$ cat config.mk
export PLATFORM = sky130hd
export DESIGN_NAME = postfix_expression_evaluator
export DESIGN_NICKNAME = d
export VERILOG_FILES = /design/src/hdl/pfx_pkg.sv /design/src/hdl/pfx_ram.sv /design/src/hdl/pfx_div.sv /design/src/hdl/postfix_expression_evaluator.sv
export SDC_FILE = /design/constraint.sdc
export NUM_CORES = 2
export LEC_CHECK = 0
export BUFFER_PORTS_ARGS = -buffer_cell sky130_fd_sc_hd__buf_2
export CORE_ASPECT_RATIO = 1.25
export CORE_MARGIN = 2
export CORE_UTILIZATION = 40
export DETAILED_ROUTE_END_ITERATION = 12
export SYNTH_ARGS = -nofsm -noshare
export SYNTH_HDL_FRONTEND = slang
export SYNTH_HIERARCHICAL = 1
export SYNTH_SLANG_ARGS = --single-unit
$ cat constraint.sdc
create_clock -name i_clk -period 16.9 [get_ports i_clk]
set_input_delay 3.38 -clock i_clk [delete_from_list [all_inputs] [get_ports i_clk]]
set_output_delay 3.38 -clock i_clk [all_outputs]
set_load 0.005 [all_outputs]
$ cat src/hdl/pfx_pkg.sv
// ============================================================================
// pfx_pkg
// Shared types, codes and helpers for the postfix expression evaluator.
// ============================================================================
`default_nettype none

package pfx_pkg;

    localparam int STACK_DEPTH_DEF = 20;
    localparam int DATA_W          = 32;   // Q16.16 word
    localparam int FRAC_W          = 16;
    localparam int OP_W            = 3;
    localparam int OPND_W          = 15;
    localparam int STATUS_W        = 2;
    localparam int WIDE_W          = 48;   // headroom for sums and scaled products

    typedef enum logic [OP_W-1:0] {
        OP_PUSH = 3'd0,
        OP_ADD  = 3'd1,
        OP_SUB  = 3'd2,
        OP_MUL  = 3'd3,
        OP_DIV  = 3'd4,
        OP_END  = 3'd5
    } t_op;

    typedef enum logic [STATUS_W-1:0] {
        ST_OK        = 2'd0,
        ST_OVERFLOW  = 2'd1,
        ST_UNDERFLOW = 2'd2,
        ST_DIVZERO   = 2'd3
    } t_status;

    localparam logic signed [DATA_W-1:0] Q_MAX = {1'b0, {(DATA_W-1){1'b1}}};
    localparam logic signed [DATA_W-1:0] Q_MIN = {1'b1, {(DATA_W-1){1'b0}}};

    // clamp a wide signed value to the Q16.16 range
    function automatic logic signed [DATA_W-1:0] sat_q(input logic signed [WIDE_W-1:0] v);
        logic signed [WIDE_W-1:0] hi;
        logic signed [WIDE_W-1:0] lo;
        hi = WIDE_W'(Q_MAX);
        lo = WIDE_W'(Q_MIN);
        if (v > hi) begin
            sat_q = Q_MAX;
        end else if (v < lo) begin
            sat_q = Q_MIN;
        end else begin
            sat_q = v[DATA_W-1:0];
        end
    endfunction

endpackage

`default_nettype wire

$ cat src/hdl/pfx_ram.sv
// ============================================================================
// pfx_ram
// Generic single-write, single-read RAM with a registered read port.
// ============================================================================
`default_nettype none

module pfx_ram #(
    parameter  int WIDTH = 32,
    parameter  int DEPTH = 20,
    localparam int AW    = (DEPTH > 1) ? $clog2(DEPTH) : 1
) (
    input  wire logic             i_clk,
    input  wire logic             i_wr_en,
    input  wire logic [AW-1:0]    i_wr_addr,
    input  wire logic [WIDTH-1:0] i_wr_data,
    input  wire logic             i_rd_en,
    input  wire logic [AW-1:0]    i_rd_addr,
    output logic      [WIDTH-1:0] o_rd_data
);

    logic [WIDTH-1:0] r_mem [DEPTH];

    always_ff @(posedge i_clk) begin
        if (i_wr_en) begin
            r_mem[i_wr_addr] <= i_wr_data;
        end
        if (i_rd_en) begin
            o_rd_data <= r_mem[i_rd_addr];
        end
    end

endmodule

`default_nettype wire

$ cat src/hdl/pfx_div.sv
// ============================================================================
// pfx_div
// Iterative signed Q16.16 divider, one quotient bit per cycle, saturating.
// ============================================================================
`default_nettype none

module pfx_div (
    input  wire logic                               i_clk,
    input  wire logic                               i_rst_n,
    input  wire logic                               i_start,
    input  wire logic signed [pfx_pkg::DATA_W-1:0]  i_dividend,
    input  wire logic signed [pfx_pkg::DATA_W-1:0]  i_divisor,   // nonzero
    output logic                                    o_done,
    output logic signed [pfx_pkg::DATA_W-1:0]       o_quot
);
    import pfx_pkg::*;

    localparam int CW = $clog2(DATA_W);

    typedef enum logic [3:0] {
        D_IDLE = 4'b0001,
        D_INIT = 4'b0010,
        D_LOOP = 4'b0100,
        D_FIN  = 4'b1000
    } t_dstate;

    t_dstate           r_state, n_state;
    logic [DATA_W-1:0] r_a_mag, n_a_mag;
    logic [DATA_W-1:0] r_b_mag, n_b_mag;
    logic              r_neg, n_neg;
    logic              r_ovf, n_ovf;
    logic [DATA_W-1:0] r_rem, n_rem;
    logic [DATA_W-1:0] r_dvd, n_dvd;     // dividend bits in, quotient bits out
    logic [CW-1:0]     r_cnt, n_cnt;
    logic              r_done, n_done;
    logic signed [DATA_W-1:0] r_quot, n_quot;

    logic [DATA_W:0]   shifted;
    logic [DATA_W:0]   diff;
    logic              fits;

    assign shifted = {r_rem, r_dvd[DATA_W-1]};
    assign diff    = shifted - {1'b0, r_b_mag};
    assign fits    = (shifted >= {1'b0, r_b_mag});

    always_comb begin
        n_state = r_state;
        n_a_mag = r_a_mag;
        n_b_mag = r_b_mag;
        n_neg   = r_neg;
        n_ovf   = r_ovf;
        n_rem   = r_rem;
        n_dvd   = r_dvd;
        n_cnt   = r_cnt;
        n_done  = 1'b0;
        n_quot  = r_quot;
        unique case (r_state)
            D_IDLE: begin
                if (i_start) begin
                    n_a_mag = i_dividend[DATA_W-1] ? DATA_W'(-i_dividend) : i_dividend;
                    n_b_mag = i_divisor[DATA_W-1]  ? DATA_W'(-i_divisor)  : i_divisor;
                    n_neg   = i_dividend[DATA_W-1] ^ i_divisor[DATA_W-1];
                    n_state = D_INIT;
                end
            end
            D_INIT: begin
                // quotient reaches 2^32 exactly when the integer part >= divisor
                n_ovf   = ({{FRAC_W{1'b0}}, r_a_mag[DATA_W-1:FRAC_W]} >= r_b_mag);
                n_rem   = {{FRAC_W{1'b0}}, r_a_mag[DATA_W-1:FRAC_W]};
                n_dvd   = {r_a_mag[FRAC_W-1:0], {FRAC_W{1'b0}}};
                n_cnt   = '0;
                n_state = n_ovf ? D_FIN : D_LOOP;
            end
            D_LOOP: begin
                n_rem = fits ? diff[DATA_W-1:0] : shifted[DATA_W-1:0];
                n_dvd = {r_dvd[DATA_W-2:0], fits};
                n_cnt = r_cnt + CW'(1);
                if (r_cnt == CW'(DATA_W - 1)) begin
                    n_state = D_FIN;
                end
            end
            D_FIN: begin
                if (r_neg) begin
                    n_quot = (r_ovf || (r_dvd > Q_MIN)) ? Q_MIN : DATA_W'(-r_dvd);
                end else begin
                    n_quot = (r_ovf || r_dvd[DATA_W-1]) ? Q_MAX : r_dvd;
                end
                n_done  = 1'b1;
                n_state = D_IDLE;
            end
            default: n_state = D_IDLE;
        endcase
    end

    always_ff @(posedge i_clk) begin
        if (!i_rst_n) begin
            r_state <= D_IDLE;
            r_done  <= 1'b0;
        end else begin
            r_state <= n_state;
            r_done  <= n_done;
        end
        r_a_mag <= n_a_mag;
        r_b_mag <= n_b_mag;
        r_neg   <= n_neg;
        r_ovf   <= n_ovf;
        r_rem   <= n_rem;
        r_dvd   <= n_dvd;
        r_cnt   <= n_cnt;
        r_quot  <= n_quot;
    end

    assign o_done = r_done;
    assign o_quot = r_quot;

endmodule

`default_nettype wire

$ cat src/hdl/postfix_expression_evaluator.sv
// ============================================================================
// postfix_expression_evaluator
// RPN evaluator over a Q16.16 operand stack held in a synchronous RAM.
// ============================================================================
// Sequence: push, end, odd codes, overflow and underflow finish as the token
//   is accepted; add/sub and divide by zero finish in S_EXEC after the RAM
//   read, multiply in S_MULF, divide in S_DIVW, one quotient bit per cycle.
// Throughput: one token in flight; the next is taken in S_IDLE once the result
//   slot is free or draining. Divide sets the worst-case token rate.
// Reset: synchronous, active low; empties the stack, no RAM clearing pass.
// ============================================================================
`default_nettype none

module postfix_expression_evaluator #(
    parameter  int STACK_DEPTH = pfx_pkg::STACK_DEPTH_DEF,
    localparam int LW          = $clog2(STACK_DEPTH + 1)
) (
    input  wire logic                                i_clk,
    input  wire logic                                i_rst_n,
    // token channel
    input  wire logic                                i_valid,
    output logic                                     o_stall,
    input  wire logic [pfx_pkg::OP_W-1:0]            i_op,
    input  wire logic [pfx_pkg::OPND_W-1:0]          i_operand,
    // result channel
    output logic                                     o_valid,
    input  wire logic                                i_stall,
    output logic signed [pfx_pkg::DATA_W-1:0]        o_value,
    output logic                                     o_done_res,
    output logic [pfx_pkg::STATUS_W-1:0]             o_status,
    output logic [LW-1:0]                            o_level
);
    import pfx_pkg::*;

    localparam int AW = $clog2(STACK_DEPTH);

    // Sequencer: idle takes a token; exec has the first operand from RAM.
    typedef enum logic [3:0] {
        S_IDLE = 4'b0001,
        S_EXEC = 4'b0010,
        S_MULF = 4'b0100,
        S_DIVW = 4'b1000
    } t_state;

    t_state                   r_state, n_state;
    logic [OP_W-1:0]          r_op, n_op;
    logic [LW-1:0]            r_level, n_level;
    // copy of the top entry (zero when empty) so only one RAM read is needed
    logic signed [DATA_W-1:0] r_top, n_top;
    logic signed [2*DATA_W-1:0] r_prod, n_prod;

    // result register
    logic                     r_o_valid;
    logic signed [DATA_W-1:0] r_o_value;
    logic                     r_o_done;
    logic [STATUS_W-1:0]      r_o_status;
    logic [LW-1:0]            r_o_level;

    // completion of the current token
    logic                     fin;
    logic signed [DATA_W-1:0] fin_value;
    logic                     fin_done;
    logic [STATUS_W-1:0]      fin_status;

    // stack RAM
    logic                     wr_en;
    logic [AW-1:0]            wr_addr;
    logic [DATA_W-1:0]        wr_data;
    logic                     rd_en;
    logic [AW-1:0]            rd_addr;
    logic [DATA_W-1:0]        rd_data;

    logic                     div_start;
    logic                     div_done;
    logic signed [DATA_W-1:0] div_quot;

    logic                     accept;
    logic signed [DATA_W-1:0] first;
    logic signed [DATA_W-1:0] pushed;
    logic signed [DATA_W:0]   sum;
    logic signed [2*DATA_W-1:0] prod_adj;
    logic [AW-1:0]            below_addr;

    // A token is only taken when the result slot is free (or draining now),
    // so every completion below finds room in the result register.
    assign o_stall = (r_state != S_IDLE) || (r_o_valid && i_stall);
    assign accept  = i_valid && !o_stall;

    assign first      = rd_data;
    assign pushed     = {1'b0, i_operand, {FRAC_W{1'b0}}};
    assign below_addr = AW'(r_level - LW'(2));
    assign rd_addr    = below_addr;

    // add/sub: exact 33-bit result, clamped on completion
    assign sum = (r_op == OP_SUB)
               ? ($signed({first[DATA_W-1], first}) - $signed({r_top[DATA_W-1], r_top}))
               : ($signed({first[DATA_W-1], first}) + $signed({r_top[DATA_W-1], r_top}));

    // product / 2^16, truncated toward zero: bias negatives before the shift
    assign prod_adj = r_prod + (r_prod[2*DATA_W-1] ? (2*DATA_W)'(2**FRAC_W - 1)
                                                    : (2*DATA_W)'(0));

    always_comb begin
        n_state    = r_state;
        n_op       = r_op;
        n_level    = r_level;
        n_top      = r_top;
        n_prod     = r_prod;
        fin        = 1'b0;
        fin_value  = r_top;
        fin_done   = 1'b0;
        fin_status = ST_OK;
        wr_en      = 1'b0;
        wr_addr    = below_addr;
        wr_data    = r_top;
        rd_en      = 1'b0;
        div_start  = 1'b0;

        unique case (r_state)
            S_IDLE: begin
                if (accept) begin
                    unique case (i_op) inside
                        OP_PUSH: begin
                            fin = 1'b1;
                            if (r_level >= LW'(STACK_DEPTH)) begin
                                fin_status = ST_OVERFLOW;
                            end else begin
                                wr_en     = 1'b1;
                                wr_addr   = AW'(r_level);
                                wr_data   = pushed;
                                n_top     = pushed;
                                n_level   = r_level + LW'(1);
                                fin_value = pushed;
                            end
                        end
                        OP_ADD, OP_SUB, OP_MUL, OP_DIV: begin
                            if (r_level < LW'(2)) begin
                                fin        = 1'b1;
                                fin_status = ST_UNDERFLOW;
                            end else begin
                                rd_en   = 1'b1;
                                n_op    = i_op;
                                n_state = S_EXEC;
                            end
                        end
                        OP_END: begin
                            fin        = 1'b1;
                            fin_done   = 1'b1;
                            fin_status = (r_level == '0) ? ST_UNDERFLOW : ST_OK;
                            n_level    = '0;
                            n_top      = '0;
                        end
                        default: begin
                            // unused codes: report the top, stack untouched
                            fin = 1'b1;
                        end
                    endcase
                end
            end
            S_EXEC: begin
                case (r_op)
                    OP_ADD, OP_SUB: begin
                        fin       = 1'b1;
                        fin_value = sat_q(WIDE_W'(sum));
                        wr_en     = 1'b1;
                        wr_data   = fin_value;
                        n_top     = fin_value;
                        n_level   = r_level - LW'(1);
                        n_state   = S_IDLE;
                    end
                    OP_MUL: begin
                        n_prod  = first * r_top;
                        n_state = S_MULF;
                    end
                    default: begin
                        // divide; a zero divisor leaves both operands in place
                        if (r_top == '0) begin
                            fin        = 1'b1;
                            fin_status = ST_DIVZERO;
                            n_state    = S_IDLE;
                        end else begin
                            div_start = 1'b1;
                            n_state   = S_DIVW;
                        end
                    end
                endcase
            end
            S_MULF: begin
                fin       = 1'b1;
                fin_value = sat_q(prod_adj[2*DATA_W-1:FRAC_W]);
                wr_en     = 1'b1;
                wr_data   = fin_value;
                n_top     = fin_value;
                n_level   = r_level - LW'(1);
                n_state   = S_IDLE;
            end
            S_DIVW: begin
                if (div_done) begin
                    fin       = 1'b1;
                    fin_value = div_quot;
                    wr_en     = 1'b1;
                    wr_data   = div_quot;
                    n_top     = div_quot;
                    n_level   = r_level - LW'(1);
                    n_state   = S_IDLE;
                end
            end
            default: n_state = S_IDLE;
        endcase
    end

    always_ff @(posedge i_clk) begin
        if (!i_rst_n) begin
            r_state   <= S_IDLE;
            r_level   <= '0;
            r_top     <= '0;
            r_o_valid <= 1'b0;
        end else begin
            r_state <= n_state;
            r_level <= n_level;
            r_top   <= n_top;
            if (fin) begin
                r_o_valid <= 1'b1;
            end else if (!i_stall) begin
                r_o_valid <= 1'b0;
            end
        end
        r_op   <= n_op;
        r_prod <= n_prod;
        if (fin) begin
            r_o_value  <= fin_value;
            r_o_done   <= fin_done;
            r_o_status <= fin_status;
            r_o_level  <= n_level;
        end
    end

    pfx_ram #(
        .WIDTH (DATA_W),
        .DEPTH (STACK_DEPTH)
    ) u_stack (
        .i_clk     (i_clk),
        .i_wr_en   (wr_en),
        .i_wr_addr (wr_addr),
        .i_wr_data (wr_data),
        .i_rd_en   (rd_en),
        .i_rd_addr (rd_addr),
        .o_rd_data (rd_data)
    );

    pfx_div u_div (
        .i_clk      (i_clk),
        .i_rst_n    (i_rst_n),
        .i_start    (div_start),
        .i_dividend (first),
        .i_divisor  (r_top),
        .o_done     (div_done),
        .o_quot     (div_quot)
    );

    assign o_valid    = r_o_valid;
    assign o_value    = r_o_value;
    assign o_done_res = r_o_done;
    assign o_status   = r_o_status;
    assign o_level    = r_o_level;

endmodule

`default_nettype wire

# Yosys cells after proc, flatten, opt, wreduce, memory -nomap -nowiden
# Memory sizes are Yosys's and may differ from the RTL's. A register that Yosys moved wholly into a read port is not among the register bits.
# Index checks and enable logic that the tools add are counted.
# word_totals
ff_bits,321
mem_bits_rw,640
output_inout_bits,42
word_cells,171
memories,1
# memory_table
name,words,width,read_ports,rd_clocked_by_memory_dff,write_ports,line_no,rtl
u_stack.r_mem,20,32,1,1,1,pfx_ram.sv:21,logic [WIDTH-1:0] r_mem [DEPTH];
# classes
addsub,11
mul,1
order_cmp,9
eq_ne,26
n_mux,78
bitwise_logic,2
n_reduce_logical,21
# ops
op,count
2-to-1 mux 32 bit,14
one-hot mux 32 bit (4 select lines),2
one-hot mux 32 bit (2 select lines),3
negator 32 bit,3
adder 64 x 17 -> 64 bit,1
multiplier 32 x 32 -> 64 bit,1
2-to-1 mux 31 bit,2
"> comparator 48 x 32 -> 1 bit, second input constant",1
"< comparator 48 x 32 -> 1 bit, second input constant",1
2-to-1 mux 5 bit,8
adder 32 x 32 -> 33 bit,1
greater-or-equal comparator 33 x 32 -> 1 bit,1
"> comparator 33 x 32 -> 1 bit, second input constant",1
"< comparator 33 x 32 -> 1 bit, second input constant",1
2-to-1 mux 33 bit,1
subtractor 32 x 32 -> 33 bit,1
greater-or-equal comparator 16 x 32 -> 1 bit,1
"> comparator 32 bit, second input constant",1
zero test 32 bit,1
2-to-1 mux 4 bit,8
subtractor 32 bit,1
one-hot mux 4 bit (3 select lines),2
2-to-1 mux 1 bit,23
one-hot mux 5 bit (2 select lines),2
other kinds (40),67

# Logic depth before layout (Yosys ltp)
# depth
ltp_word,8
mapped_depth,29
ltp_nobuf,27

# Modules after synthesis
# The synthesis kept the hierarchy.
# modules_own_cells
module,n_inst,cells_each,area_each_um2,seq_area_each_um2
postfix_expression_evaluator,1,5163,47534.3,4053.9
pfx_ram,1,1362,25779.7,20179.4
pfx_div,1,1082,10720.3,5114.9

# Least setup slack after synthesis
# No wires, ideal clock.
# synth_timing
path_kind,register to register
startpoint,register r_top[5]
endpoint,"register r_prod[60], data pin"
arrival_time_ns,7.965
slack_ns,8.768
stages_incl_launch_ff,30
synth_period_minus_slack_ns,8.132
cell_sequence,dfxtp_1 clkbuf_1 clkbuf_1 nand2_1 inv_1 fa_1 inv_1 fa_1 inv_1 fa_1 fa_1 inv_1 fa_1 inv_1 fa_1 inv_1 fa_1 fa_1 inv_1 ha_1 a21o_1 a21o_1 a21o_1 a21oi_1 nor2_1 o21ai_0 nand2b_1 a21oi_1 mux2_2 a211oi_1
# synth_via
elab_chain_cells,1
# synth_lines
element,line_no,rtl
start: declaration,postfix_expression_evaluator.sv:49,"logic signed [DATA_W-1:0] r_top, n_top;"
start signal: assignment,postfix_expression_evaluator.sv:221,r_top <= n_top;
multiplier 32 x 32 -> 64 bit,postfix_expression_evaluator.sv:172,n_prod = first * r_top;
end signal: assignment,postfix_expression_evaluator.sv:229,r_prod <= n_prod;
end: declaration,postfix_expression_evaluator.sv:50,"logic signed [2*DATA_W-1:0] r_prod, n_prod;"
# No other way between the ends.
# A chain may end at the register's enable or synchronous reset.

# Worst setup path after layout
# Ends and elaborated chain as after synthesis.

==> run_results.csv <==
group,metric,value,unit
outcome,status,"finished clean",
clock_tree,numCtsBuffers,99,
flow_run,max-cap-violations,0,
route,postRouteAntennaNets,0,
floorplanning,start_util,0.401,
global_routing,grt_overflow,0,
route,vias_per_cell,5.55,
setup_path,slowest_stage,"dfxtp_2",
clock_tree,cts-root-buf,"clkbuf_16",
route,route.met3.wl,16.3,mm
sta,tightest_slew,1.34,ns
setup_path,critPathKind,"register to register",
final_layout,final_nets,8925,
synthesis,synth_most_common_cell,"fa_1",
final_layout,syn2layout_area_growth,8.09,%
synthesis,yosysTopAreaCellShare,0.338,
setup_path,reg2reg_to,"r_prod[60]",
sta,fmax,108,MHz
floorplanning,die-area,214000,um2
route,drc,0,
clock_tree,cts_setup_buffers,0,
route,via_count,57571,
clock_tree,clockBufferDepth,3,
synthesis,ys_warn_count,6,
clock_tree,insertion_delay,0.78,ns
synthesis,ys_seq_elements,993,
route,wl,247,mm
floorplanning,num_rows,188,
place,portBuffers,63,
global_routing,grt_max_degree,70,
floorplanning,die_h,516,um
route,route.met2.wl,122,mm
global_routing,grt_first_pass_wirelength,377,mm
synthesis,synth_edf_count,946,
sta,hold_viol,0,
clock_tree,h-tree-depth,3,
clock_tree,cts_sinks,993,
synthesis,synth_area_per_cell,11.0,um2
synthesis,ys.flop_type,"edfxtp_1",
route,routedWlPerCell,23.8,um
clock_tree,cts_tree,"yes",
synthesis,synth_area,84000,um2
setup_path,worstSetupStartpoint,"r_top[5]",
sta,period_needed,9.26,ns
global_routing,grt_use_total,0.234,
setup_path,start_kind,"register",
final_layout,fin_cells,10366,
route,drt_pass1_iterations,8,
route,highest_layer,"met5",
place,dpl.hpwl,177,mm
synthesis,syn_inst,7607,
sta,finalCritPeriodShare,0.548,
setup_path,reg2regPathDepth,28,
power,finalPower,0.00735,W
setup_path,setup.worst_path.end,"r_prod[60]",
worst_hold_path,hold_class,"register to register",
power,leakagePower,37.1,nW
route,wl_met1,99.3,mm
setup_path,r2r_start,"r_top[5]",
setup_path,critical_path.max_fanout,34,
place,place_congestion,0.940,
synthesis,yosysSeqAreaShare,0.349,
floorplanning,die_x,414,um
place,dp_cells,10181,
clock_tree,ctsHoldBuffers,0,
synthesis,synth_area_leaders,"edfxtp_1, fa_1, inv_1",
floorplanning,pin_count,64,
sta,setup_viol,0,
sta,rsz0062_at_grt,"false",
setup_path,crit_top_cell,"fa_1",
setup_path,r2r_slack,7.64,ns
power,power_density,80.9,nW/um2
sta,finalSetupTns,0,ns
clock_tree,ctsResizeCount,0,
setup_path,crit_path_end_kind,"register",
global_routing,first_global_vias,60284,
synthesis,synthArstFlopShare,0,
clock_tree,clkTransAtPathRegs,0.07,ns
synthesis,synth_area_leader_cell,"edfxtp_1",
floorplanning,core,209000,um2
worst_hold_path,hp-start,"u_div/r_a_mag[8]",
route,dr.first_iter.drc_count,4794,
global_routing,antenna_found_initial,17,
synthesis,synth_commonest_cells,"fa_1, inv_1, edfxtp_1",
sta,skew,0.0953,ns
setup_path,critPathRequiredTime,17.47,ns
sta,max_slew_margin,0.0952,
synthesis,ys_types,109,
setup_path,critPathMaxStageDelay,0.98,ns
power,ir_drop,0.113,mV
final_layout,drive_gt1_frac,0.0772,
setup_path,cp.arrival,9.83,ns
sta,slew_violations,0,
synthesis,synth_nets,9005,
==> final cells by class <==
type / count / area [um2]
fill: 19593 / 119000
multi-input combinational: 5141 / 49100
sequential: 993 / 29400
inverter: 1073 / 4030
tap: 2755 / 3450
clock buffer: 117 / 2540
timing repair buffer: 219 / 1500
clock inverter: 60 / 754
antenna: 8 / 20.0
==> state kept, by name (all words and copies together), names as in the netlist, 32 cells and up <==
signal	cells
u_div/o_quot	32
u_div/r_dvd	32
u_div/r_a_mag	32
r_prod	64
r_top	32
u_div/r_rem	32
u_div/r_b_mag	32
o_value	32
u_stack/r_mem	640
u_stack/o_rd_data	32
==> stage by stage <==
step	utilization	instance area [um2]	hold slack [ns]	worst slack, ns
5_1_grt	0.434	90800	0.539	7.22
6_report	0.434	90800	0.516	7.64
3_5_place_dp	0.418	87500	0.502	7.65
3_3_place_gp	0.418	87500	0.496	7.81
2_1_floorplan	-	84000	0.483	8.77
4_1_cts	0.434	90800	0.517	7.62
==> layer usage <==
| metal | global-route usage | vias to the layer above |
|---|---|---|
| met1 | 0.302 | 29952 |
| met3 | 0.0355 | 434 |
| met4 | 0.0824 | 4 |
| met5 | 0 | - |
| li1 | - | 25149 |
| met2 | 0.398 | 2032 |
==> layout by cell type, fill, tap and decap left out, types with 18 or more instances in the layout <==
cell,n
fa_1,1084
inv_1,1070
edfxtp_1,946
nand2_1,881
and2_1,526
ha_1,292
mux2i_1,253
nor2_1,244
a21oi_1,217
xnor2_1,179
o21ai_0,169
buf_4,155
nand3_1,141
clkbuf_16,99
a21o_1,85
xor2_1,68
a31oi_1,67
buf_2,63
nor3_1,59
a211oi_1,58
mux2_2,49
nand2b_1,46
o211ai_1,46
nand4_1,44
o22ai_1,35
a22oi_1,34
and3_1,33
mux4_2,32
o31ai_1,30
dfxtp_2,29
nor2b_1,28
o21a_1,28
or3_1,27
or4_1,25
nor4_1,25
nor2_4,23
o41ai_1,20
clkbuf_1,18
==> worst max-delay path, delay by kind of cell, from the launching register on <==
kind,cells,cell delay [ns]
flip-flops,1,0.98
AND/OR/NAND/NOR,3,0.29
multiplexers,1,0.35
buffers and inverters,8,1.39
adder cells (fa/ha/maj),9,4.83
AO/OA/AOI/OAI,7,1.22
==> logic make-up (layout without fill, tap and decap cells) <==
kind of cell / after synthesis / count (layout) / synth area share
other: 0 / 8 / 0
flip-flops: 993 / 993 / 0.349
AND/OR/NAND/NOR: 2211 / 2211 / 0.131
multiplexers: 335 / 335 / 0.0455
XOR/XNOR: 249 / 249 / 0.0261
AO/OA/AOI/OAI: 969 / 969 / 0.0775
buffers and inverters: 1473 / 1469 / 0.0692
adder cells (fa/ha/maj): 1377 / 1377 / 0.302
==> worst min path at each step <==
| stage | slack, ns | depth (start not counted) | end |
|---|---|---|---|
| 5_1_grt | 0.54 | 2 | u_div/r_dvd[17] |
| 2_1_floorplan | 0.48 | 2 | u_div/r_state[0] |
| 4_1_cts | 0.52 | 2 | r_top[4] |
| 6_report | 0.52 | 2 | u_div/r_dvd[24] |
| 3_5_place_dp | 0.50 | 2 | u_div/r_dvd[21] |
| 3_3_place_gp | 0.50 | 2 | r_top[4] |
==> report_power, final <==
group          internal, W  switching (W)  total, W
sequential         0.00276      0.0000287   0.00279
combinational     0.000874        0.00143   0.00231
clock              0.00125        0.00100   0.00225
Note: power is estimated with default switching activity, not from simulation.
